$ cat config.mk
export PLATFORM = sky130hd
export DESIGN_NAME = binary_grid_neighbor_count_3x3
export DESIGN_NICKNAME = d
export VERILOG_FILES = /design/src/rtl/bnc_pkg.sv /design/src/rtl/binary_grid_neighbor_count_3x3.sv /design/src/rtl/bnc_front.sv /design/src/rtl/bnc_queue.sv /design/src/rtl/bnc_back.sv
export SDC_FILE = /design/constraint.sdc
export NUM_CORES = 1
export LEC_CHECK = 0
export ABC_AREA = 1
export BUFFER_PORTS_ARGS = -buffer_cell sky130_fd_sc_hd__buf_2
export CORE_MARGIN = 5
export CORE_UTILIZATION = 60
export DETAILED_ROUTE_END_ITERATION = 8
export PLACE_DENSITY = 0.81
export SETUP_SLACK_MARGIN = 0.05
export SYNTH_ARGS = -nofsm -noshare
export SYNTH_HDL_FRONTEND = slang
export SYNTH_SLANG_ARGS = --single-unit
export TNS_END_PERCENT = 30
$ cat constraint.sdc
create_clock -name clk_i -period 7.4 [get_ports clk_i]
set_clock_uncertainty 0.05 [all_clocks]
set_input_delay 0.37 -clock clk_i [delete_from_list [all_inputs] [get_ports clk_i]]
set_output_delay 0.37 -clock clk_i [all_outputs]
set_load 0.05 [all_outputs]
$ cat src/rtl/bnc_pkg.sv
// Shared types and constants for the 3x3 binary grid neighbor counter.
// No dependencies; used by the front, queue, back and top level files.
`timescale 1ns / 1ps

package bnc_pkg;

  // Largest supported grid edge, the position and size widths that follow from it, and the count width.
  localparam int MAX_SIZE = 64;
  localparam int POS_W    = 6;
  localparam int GRID_W   = 7;
  localparam int CNT_W    = 4;

  // Configuration port.
  localparam int APB_AW = 3;
  localparam int APB_DW = 32;
  localparam logic REG_GRID_SIZE = 1'b0;
  localparam logic [GRID_W-1:0] GRID_RESET = 7'd8;

  // Queue between the front and the back.
  localparam int QUEUE_DEPTH = 4;
  localparam int QPTR_W      = $clog2(QUEUE_DEPTH);

  // Result slots of one item, in the order they are delivered.
  localparam int SLOT_UP_FULL  = 0;  // cell above and to the left
  localparam int SLOT_UP_EDGE  = 1;  // cell above, right edge
  localparam int SLOT_LO_FULL  = 2;  // cell to the left, bottom row
  localparam int SLOT_LO_EDGE  = 3;  // this cell, bottom right corner

  typedef struct packed {
    logic [POS_W-1:0] row;
    logic [POS_W-1:0] col;
    logic [3:0]       mask;
    logic [CNT_W-1:0] up_full;
    logic [CNT_W-1:0] up_edge;
    logic [CNT_W-1:0] lo_full;
    logic [CNT_W-1:0] lo_edge;
  } entry_t;

  typedef struct packed {
    logic full;
    logic empty;
  } q_stat_t;

endpackage

$ cat src/rtl/binary_grid_neighbor_count_3x3.sv
// The first result beat of a cell is registered in a queue slot and then in the output stage.
// Throughput: one cell per cycle is accepted while the four-entry queue has room;
// results leave at one beat per cycle, and the output port sets the sustained rate.
// A cell yields zero to four beats, so a grid of N x N cells takes N*N result beats.
// Reset clears position, windows, queue and output valid and sets grid_size to 8;
// the line buffers are not cleared and need no clearing pass.
`timescale 1ns / 1ps

module binary_grid_neighbor_count_3x3 (
  input  logic                       clk_i,
  input  logic                       rst_ni,
  // Configuration port. Only grid_size exists, at byte address zero.
  input  logic                       psel,
  input  logic                       penable,
  input  logic                       pwrite,
  input  logic [bnc_pkg::APB_AW-1:0] paddr,
  input  logic [bnc_pkg::APB_DW-1:0] pwdata,
  output logic [bnc_pkg::APB_DW-1:0] prdata,
  output logic                       pready,
  // Cell input channel, one cell per beat in raster order.
  input  logic                       in_valid_i,
  output logic                       in_stall_o,
  input  logic                       mine_i,
  // Result channel, one completed cell per beat.
  output logic                       out_valid_o,
  input  logic                       out_stall_i,
  output logic [bnc_pkg::POS_W-1:0]  cell_row_o,
  output logic [bnc_pkg::POS_W-1:0]  cell_col_o,
  output logic [bnc_pkg::CNT_W-1:0]  count_o,
  output logic                       last_of_run_o
);
  import bnc_pkg::*;

  logic              cfg_we;
  logic [GRID_W-1:0] grid_size;
  logic              push, pop;
  entry_t            push_entry, head;
  q_stat_t           q_stat;

  // The port never waits. A write lands on the access cycle; the word index
  // is the address bit above the byte offset, so only index zero is decoded.
  assign pready = 1'b1;
  assign cfg_we = psel & penable & pwrite & (paddr[2] == REG_GRID_SIZE);
  assign prdata = (paddr[2] == REG_GRID_SIZE) ? APB_DW'(grid_size) : '0;

  // The front end owns the line buffers and the partial column sums. For
  // each accepted cell it works out every neighbor count that the cell
  // completes and queues them as one entry; cells that complete nothing
  // are dropped here.
  bnc_front u_front (
    .clk_i        (clk_i),
    .rst_ni       (rst_ni),
    .in_valid_i   (in_valid_i),
    .in_stall_o   (in_stall_o),
    .mine_i       (mine_i),
    .cfg_we_i     (cfg_we),
    .cfg_wdata_i  (pwdata[GRID_W-1:0]),
    .grid_size_o  (grid_size),
    .q_stat_i     (q_stat),
    .push_o       (push),
    .push_entry_o (push_entry)
  );

  // The queue absorbs the burst of up to four beats that a cell on the right
  // edge or bottom row produces, so the input keeps flowing meanwhile.
  bnc_queue u_queue (
    .clk_i        (clk_i),
    .rst_ni       (rst_ni),
    .push_i       (push),
    .push_entry_i (push_entry),
    .pop_i        (pop),
    .head_o       (head),
    .stat_o       (q_stat)
  );

  // The back end sends the results of one entry in raster order and flags
  // the final beat of each entry with last_of_run.
  bnc_back u_back (
    .clk_i         (clk_i),
    .rst_ni        (rst_ni),
    .head_i        (head),
    .q_stat_i      (q_stat),
    .pop_o         (pop),
    .out_valid_o   (out_valid_o),
    .out_stall_i   (out_stall_i),
    .cell_row_o    (cell_row_o),
    .cell_col_o    (cell_col_o),
    .count_o       (count_o),
    .last_of_run_o (last_of_run_o)
  );

endmodule

$ cat src/rtl/bnc_front.sv
// Front end: accepts grid cells, keeps the line buffers and column windows,
// and classifies each cell into a queue entry. Depends on bnc_pkg.
`timescale 1ns / 1ps

module bnc_front (
  input  logic                     clk_i,
  input  logic                     rst_ni,
  input  logic                     in_valid_i,
  output logic                     in_stall_o,
  input  logic                     mine_i,
  input  logic                     cfg_we_i,
  input  logic [bnc_pkg::GRID_W-1:0] cfg_wdata_i,
  output logic [bnc_pkg::GRID_W-1:0] grid_size_o,
  input  bnc_pkg::q_stat_t         q_stat_i,
  output logic                     push_o,
  output bnc_pkg::entry_t          push_entry_o
);
  import bnc_pkg::*;

  localparam logic [GRID_W-1:0] GRID_MAX = GRID_W'(MAX_SIZE);
  localparam logic [POS_W-1:0]  LAST_MAX = POS_W'(MAX_SIZE - 1);

  logic [GRID_W-1:0] grid_q, grid_d;
  logic [POS_W-1:0]  row_q, row_d, col_q, col_d;
  logic [1:0]        cw_q [3];
  logic [1:0]        cw_d [3];
  logic [1:0]        lw_q [3];
  logic [1:0]        lw_d [3];

  // Each line buffer entry holds {row r-2, row r-1} for one column.
  logic [1:0]        line_mem [MAX_SIZE];
  logic [1:0]        pre_q;
  logic [1:0]        wr_data;
  logic              accept;
  logic [POS_W-1:0]  last;
  logic              ob, rb;
  logic              c0, c_last, r_last;
  entry_t            ent;

  always_comb begin
    if (grid_q == '0) begin
      last = '0;
    end else if (grid_q > GRID_MAX) begin
      last = LAST_MAX;
    end else begin
      last = POS_W'(grid_q - GRID_W'(1));
    end
  end

  assign accept     = in_valid_i & ~q_stat_i.full;
  assign in_stall_o = q_stat_i.full;
  assign ob         = (row_q >= POS_W'(2)) & pre_q[1];
  assign rb         = (row_q >= POS_W'(1)) & pre_q[0];
  assign c0         = (col_q == '0);
  assign c_last     = (col_q >= last);
  assign r_last     = (row_q >= last);
  assign wr_data    = {pre_q[0], mine_i};

  always_comb begin
    grid_d = grid_q;
    row_d  = row_q;
    col_d  = col_q;
    cw_d   = cw_q;
    lw_d   = lw_q;
    if (cfg_we_i) begin
      grid_d = cfg_wdata_i;
      row_d  = '0;
      col_d  = '0;
      cw_d   = '{default: '0};
      lw_d   = '{default: '0};
    end else if (accept) begin
      cw_d[0] = c0 ? 2'd0 : cw_q[1];
      cw_d[1] = c0 ? 2'd0 : cw_q[2];
      cw_d[2] = 2'({1'b0, ob} + {1'b0, rb} + {1'b0, mine_i});
      lw_d[0] = c0 ? 2'd0 : lw_q[1];
      lw_d[1] = c0 ? 2'd0 : lw_q[2];
      lw_d[2] = 2'({1'b0, rb} + {1'b0, mine_i});
      if (c_last) begin
        col_d = '0;
        row_d = r_last ? '0 : row_q + POS_W'(1);
      end else begin
        col_d = col_q + POS_W'(1);
      end
    end
  end

  always_comb begin
    ent.row     = row_q;
    ent.col     = col_q;
    ent.up_full = CNT_W'(cw_d[0]) + CNT_W'(cw_d[1]) + CNT_W'(cw_d[2]);
    ent.up_edge = CNT_W'(cw_d[1]) + CNT_W'(cw_d[2]);
    ent.lo_full = CNT_W'(lw_d[0]) + CNT_W'(lw_d[1]) + CNT_W'(lw_d[2]);
    ent.lo_edge = CNT_W'(lw_d[1]) + CNT_W'(lw_d[2]);
    ent.mask[SLOT_UP_FULL] = (row_q != '0) & ~c0;
    ent.mask[SLOT_UP_EDGE] = (row_q != '0) & (col_q == last);
    ent.mask[SLOT_LO_FULL] = (row_q == last) & ~c0;
    ent.mask[SLOT_LO_EDGE] = (row_q == last) & (col_q == last);
  end

  assign push_o       = accept & (ent.mask != '0);
  assign push_entry_o = ent;
  assign grid_size_o  = grid_q;

  always_ff @(posedge clk_i or negedge rst_ni) begin
    if (!rst_ni) begin
      grid_q <= GRID_RESET;
      row_q  <= '0;
      col_q  <= '0;
      cw_q   <= '{default: '0};
      lw_q   <= '{default: '0};
    end else begin
      grid_q <= grid_d;
      row_q  <= row_d;
      col_q  <= col_d;
      cw_q   <= cw_d;
      lw_q   <= lw_d;
    end
  end

  // Line buffer: written at the current column, and the entry for the next
  // column is read ahead, with a bypass when both addresses match.
  always_ff @(posedge clk_i) begin
    if (accept) begin
      line_mem[col_q] <= wr_data;
    end
    if (accept && (col_d == col_q)) begin
      pre_q <= wr_data;
    end else begin
      pre_q <= line_mem[col_d];
    end
  end

endmodule

$ cat src/rtl/bnc_queue.sv
// Short entry queue that decouples classification from result delivery.
// Depends on bnc_pkg for the entry type and depth.
`timescale 1ns / 1ps

module bnc_queue (
  input  logic             clk_i,
  input  logic             rst_ni,
  input  logic             push_i,
  input  bnc_pkg::entry_t  push_entry_i,
  input  logic             pop_i,
  output bnc_pkg::entry_t  head_o,
  output bnc_pkg::q_stat_t stat_o
);
  import bnc_pkg::*;

  localparam logic [QPTR_W:0] CNT_FULL = (QPTR_W + 1)'(QUEUE_DEPTH);

  entry_t            slot_q [QUEUE_DEPTH];
  logic [QPTR_W-1:0] wr_ptr_q, rd_ptr_q;
  logic [QPTR_W:0]   cnt_q, cnt_d;

  assign head_o       = slot_q[rd_ptr_q];
  assign stat_o.full  = (cnt_q == CNT_FULL);
  assign stat_o.empty = (cnt_q == '0);

  always_comb begin
    cnt_d = cnt_q;
    if (push_i && !pop_i) begin
      cnt_d = cnt_q + (QPTR_W + 1)'(1);
    end else if (pop_i && !push_i) begin
      cnt_d = cnt_q - (QPTR_W + 1)'(1);
    end
  end

  always_ff @(posedge clk_i or negedge rst_ni) begin
    if (!rst_ni) begin
      wr_ptr_q <= '0;
      rd_ptr_q <= '0;
      cnt_q    <= '0;
    end else begin
      cnt_q <= cnt_d;
      if (push_i) begin
        wr_ptr_q <= wr_ptr_q + QPTR_W'(1);
      end
      if (pop_i) begin
        rd_ptr_q <= rd_ptr_q + QPTR_W'(1);
      end
    end
  end

  always_ff @(posedge clk_i) begin
    if (push_i) begin
      slot_q[wr_ptr_q] <= push_entry_i;
    end
  end

endmodule

$ cat src/rtl/bnc_back.sv
// Back end: expands each queue entry into its result beats, one per cycle while
// the output is not stalled, through a registered output stage. Depends on bnc_pkg.
`timescale 1ns / 1ps

module bnc_back (
  input  logic                      clk_i,
  input  logic                      rst_ni,
  input  bnc_pkg::entry_t           head_i,
  input  bnc_pkg::q_stat_t          q_stat_i,
  output logic                      pop_o,
  output logic                      out_valid_o,
  input  logic                      out_stall_i,
  output logic [bnc_pkg::POS_W-1:0] cell_row_o,
  output logic [bnc_pkg::POS_W-1:0] cell_col_o,
  output logic [bnc_pkg::CNT_W-1:0] count_o,
  output logic                      last_of_run_o
);
  import bnc_pkg::*;

  entry_t           ent_q, ent_d, src;
  logic [3:0]       rem_q, rem_d, mask, rest;
  logic             have, load;
  logic             ovalid_q, ovalid_d;
  logic [POS_W-1:0] orow_q, orow_d, ocol_q, ocol_d;
  logic [CNT_W-1:0] ocnt_q, ocnt_d;
  logic             olast_q, olast_d;

  assign load = ~ovalid_q | ~out_stall_i;

  always_comb begin
    src   = (rem_q != '0) ? ent_q : head_i;
    mask  = (rem_q != '0) ? rem_q : head_i.mask;
    have  = (rem_q != '0) | ~q_stat_i.empty;
    pop_o = load & (rem_q == '0) & ~q_stat_i.empty;

    orow_d = orow_q;
    ocol_d = ocol_q;
    ocnt_d = ocnt_q;
    rest   = mask;
    if (mask[SLOT_UP_FULL]) begin
      orow_d = src.row - POS_W'(1);
      ocol_d = src.col - POS_W'(1);
      ocnt_d = src.up_full;
      rest[SLOT_UP_FULL] = 1'b0;
    end else if (mask[SLOT_UP_EDGE]) begin
      orow_d = src.row - POS_W'(1);
      ocol_d = src.col;
      ocnt_d = src.up_edge;
      rest[SLOT_UP_EDGE] = 1'b0;
    end else if (mask[SLOT_LO_FULL]) begin
      orow_d = src.row;
      ocol_d = src.col - POS_W'(1);
      ocnt_d = src.lo_full;
      rest[SLOT_LO_FULL] = 1'b0;
    end else begin
      orow_d = src.row;
      ocol_d = src.col;
      ocnt_d = src.lo_edge;
      rest[SLOT_LO_EDGE] = 1'b0;
    end
    olast_d = (rest == '0);

    ent_d    = ent_q;
    rem_d    = rem_q;
    ovalid_d = ovalid_q;
    if (load) begin
      ovalid_d = have;
      if (have) begin
        rem_d = rest;
        ent_d = src;
      end
    end
  end

  always_ff @(posedge clk_i or negedge rst_ni) begin
    if (!rst_ni) begin
      rem_q    <= '0;
      ovalid_q <= 1'b0;
    end else begin
      rem_q    <= rem_d;
      ovalid_q <= ovalid_d;
    end
  end

  always_ff @(posedge clk_i) begin
    ent_q <= ent_d;
    if (load && have) begin
      orow_q  <= orow_d;
      ocol_q  <= ocol_d;
      ocnt_q  <= ocnt_d;
      olast_q <= olast_d;
    end
  end

  assign out_valid_o   = ovalid_q;
  assign cell_row_o    = orow_q;
  assign cell_col_o    = ocol_q;
  assign count_o       = ocnt_q;
  assign last_of_run_o = olast_q;

endmodule

==> impl_metrics.tcl <==
set metrics [dict create \
    status "finished, violations left" \
    violations "negative hold slack" \
    clk_latency_ps 530 \
    rows 58 \
    avgSynthCellArea_um2 10.7 \
    place_congestion 0.857 \
    critPathSlowestCell "dfxtp_1" \
    crit_required_ps 7660 \
    place_ws_ps 3120 \
    final_cell_mix "nand2_1, edfxtp_1, nor2_1, nand3_1, inv_1" \
    layout-drive-gt1-share_pct 11.0 \
    routedWlPerCell_um 17.6 \
    n_antenna_cell 0 \
    ant_nets 0 \
    grt_pass1_vias 10300 \
    dp_hpwl_um 19200 \
    grt_pass1_wl_um 51400 \
    syn2layout_area_growth_pct 9.51 \
    clk_pin_slew_worst_paths_ps 60 \
    post-cts-setup-buffers 0 \
    hp-class "in2async" \
    hold_slack_ps -19.5 \
    grt_max_degree 67 \
    port-buffer-count 41 \
    drtPass1Iterations 5 \
    grt_overflow 0 \
    clkSinkCount 337 \
    worstSetupStartpointType "flop" \
    drt_iter0_drc 1014 \
    r2r_slack_ps 3010 \
    synth_top_family_by_area "simple AND/OR/NAND/NOR gates" \
    crit_fanout 17 \
    syn_inst 1429 \
    root_buffer "clkbuf_16" \
    die_x_um 170 \
    cts_buffers 36 \
    finalCritPeriodShare_pct 59.3 \
    arrival_ps 4650 \
    cts_tree "yes" \
    fp.dieH_um 170 \
    cts_buffer_depth 3 \
    synth_cell_type_count 47 \
    synth-simple-area-share_pct 19.5 \
    ctsResizeCount 0 \
    die_area_um2 28900 \
    tns_ps 0 \
    cp_slowest_stage_delay_ps 830 \
    core_region_area_um2 25200 \
    path_class "reg2reg" \
    rsz0062_at_grt "no" \
    peakVddDrop_mv 0.312 \
    synth-xor-area-share_pct 0.913 \
    hold_violations 32 \
    yosys_warnings 0 \
    drv_slew 0 \
    grt_use_total_pct 22.3 \
    synthAdderAreaFrac_pct 3.98 \
    synth_compound_area_share_pct 5.42 \
    antenna_found_initial 0 \
    maxCapViolCount 0 \
    nNetsFinal 1551 \
    holdBufCountCts 1 \
    power_uw 8470 \
    avgViaCountPerCell 5.72 \
    io_pins 95 \
    max_freq_mhz 228 \
    final.fill_count 1755 \
    seq_area_frac_synth_pct 64.2 \
    initial_utilization_pct 60.9 \
    crit_chain "inv_1 -> nand3_1 -> nand2_1 -> nand2_1 -> nand3_1 -> nand3_1 -> nand2_1 -> o21ai_1 -> fa_1 -> a211oi_1 -> ha_1 -> inv_1 -> fa_1 -> xnor2_1" \
    p_leak_uw 0.00664 \
    finalSetupViolCount 0 \
    syn_area_um2 15300 \
    worst_pin_slew_ps 1200 \
    worstSetupEndpointType "flop" \
    vias 10400 \
    cts_htree_levels 2 \
    drcViolationCount 0 \
    final_common_cell "nand2_1" \
    ys_seq_elements 337 \
    slew_headroom_pct 20.0 \
    power-per-cell-area_nw_per_um2 504 \
    period_minus_slack_ps 4390 \
    fin_ws_ps 3010 \
    muxShareOfSynthArea_pct 0.0734 \
    wl_um 32100 \
]
-- state kept, by name, indices dropped and copies added, names as in the netlist, 3 cells and up, named ones only --
register             count
u_queue.cnt_q            3
u_back.ent_q            24
u_front.row_q            6
u_back.rem_q             3
u_front.col_q            6
u_front.line_mem       128
u_front.cw_q             6
u_back.count_o           4
u_front.grid_size_o      7
u_front.lw_q             6
u_back.cell_col_o        6
u_back.cell_row_o        6
u_queue.slot_q         120
-- cell usage after synthesis (all sizes together) --
cell    count  area (µm²)
dfrtp      41        1030
conb        2        7.51
dfxtp       6         120
xor2       13         114
a21oi      25         133
a211oi      2        15.0
o21a        2        15.0
fa          8         160
nand3     156         796
o31ai       2        15.0
nand4       9        62.6
nor4        1        6.26
buf        66         459
o21bai      2        15.0
xnor2       3        26.3
inv       103         387
nor3        9        61.3
o22ai       9        56.3
clkbuf     16        60.1
a22oi       1        7.51
or2        13        81.3
edfxtp    289        8680
mux2        1        11.3
ha         36         450
dfstp       1        26.3
nand2     303        1200
o211ai      1        7.51
nor2      204         781
o21ai     101         524
a31oi       4        43.8
-- cell type report --
class	instances	area [µm²]	share of cell area, %
well taps	330	413	2.46
clock buffers	45	987	5.87
repair buffers	55	313	1.86
inverters	103	387	2.30
clock inverters	21	164	0.975
multi-input cells	931	4690	27.9
flip-flops and latches	337	9850	58.6
-- cell families after synthesis --
| kind of cell | after synthesis |
|---|---|
| other | 2 |
| adders and majority gates | 44 |
| AOI/OAI and AO/OA | 149 |
| buffers and inverters | 185 |
| xor gates and xnor gates | 16 |
| and+or+nand+nor | 695 |
| muxes | 1 |
| DFF | 337 |
-- power breakdown --
part	total [µW]	internal [µW]	switching, µW
clock	1730	996	730
sequential	3260	3020	237
combinational	3480	972	2510
-- path summary, 6_finish.rpt --
| path | startpoint | endpoint | cells past startpoint |
|---|---|---|---|
| max | flop | u_queue.slot_q[0][12]$_DFFE_PP_ | 14 |
| min in group clk_i | pwdata[6] | u_front.grid_size_o[6]$_DFFE_PN0P_ | 3 |
| max in group asynchronous | rst_ni | u_front.lw_q[1]$_DFF_PN0_ | 1 |
| max reg2reg | flop | u_queue.slot_q[0][12]$_DFFE_PP_ | 14 |
| min | rst_ni | u_back.rem_q[2]$_DFFE_PN0P_ | 1 |
| min reg2reg | u_queue.cnt_q[0]$_DFFE_PN0P_ | u_queue.cnt_q[0]$_DFFE_PN0P_ | 1 |
-- metal layers --
layer | wire length (µm) | track usage, % | vias up
met5 | 0 | 0 | -
met4 | 918 | 7.29 | 0
met2 | 15600 | 37.7 | 495
met3 | 2700 | 3.69 | 85
met1 | 12900 | 29.7 | 4955
li1 | - | - | 4885
-- critical path: cells and delay by family, from the launching register on --
family / cells / cell delay, ps
XOR/XNOR: 1 / 290
buffers and inverters: 2 / 600
AND/OR/NAND/NOR: 6 / 760
flip-flops: 1 / 830
adder cells (fa/ha/maj): 3 / 1060
AO/OA/AOI/OAI: 2 / 580
-- per-stage QoR --
stage / instance area (µm²) / hold WS (ps) / cells / utilization, %
floorplan: 15400 / 24.4 / 1453 / -
global placement: 15600 / 477 / 1755 / 62.1
finish: 16800 / -19.5 / 1822 / 66.7
CTS: 16800 / 0.921 / 1822 / 66.7
global route: 16800 / 20.1 / 1822 / 66.7
detailed placement: 15600 / 504 / 1755 / 62.1
(Power assumes the default switching activity.)
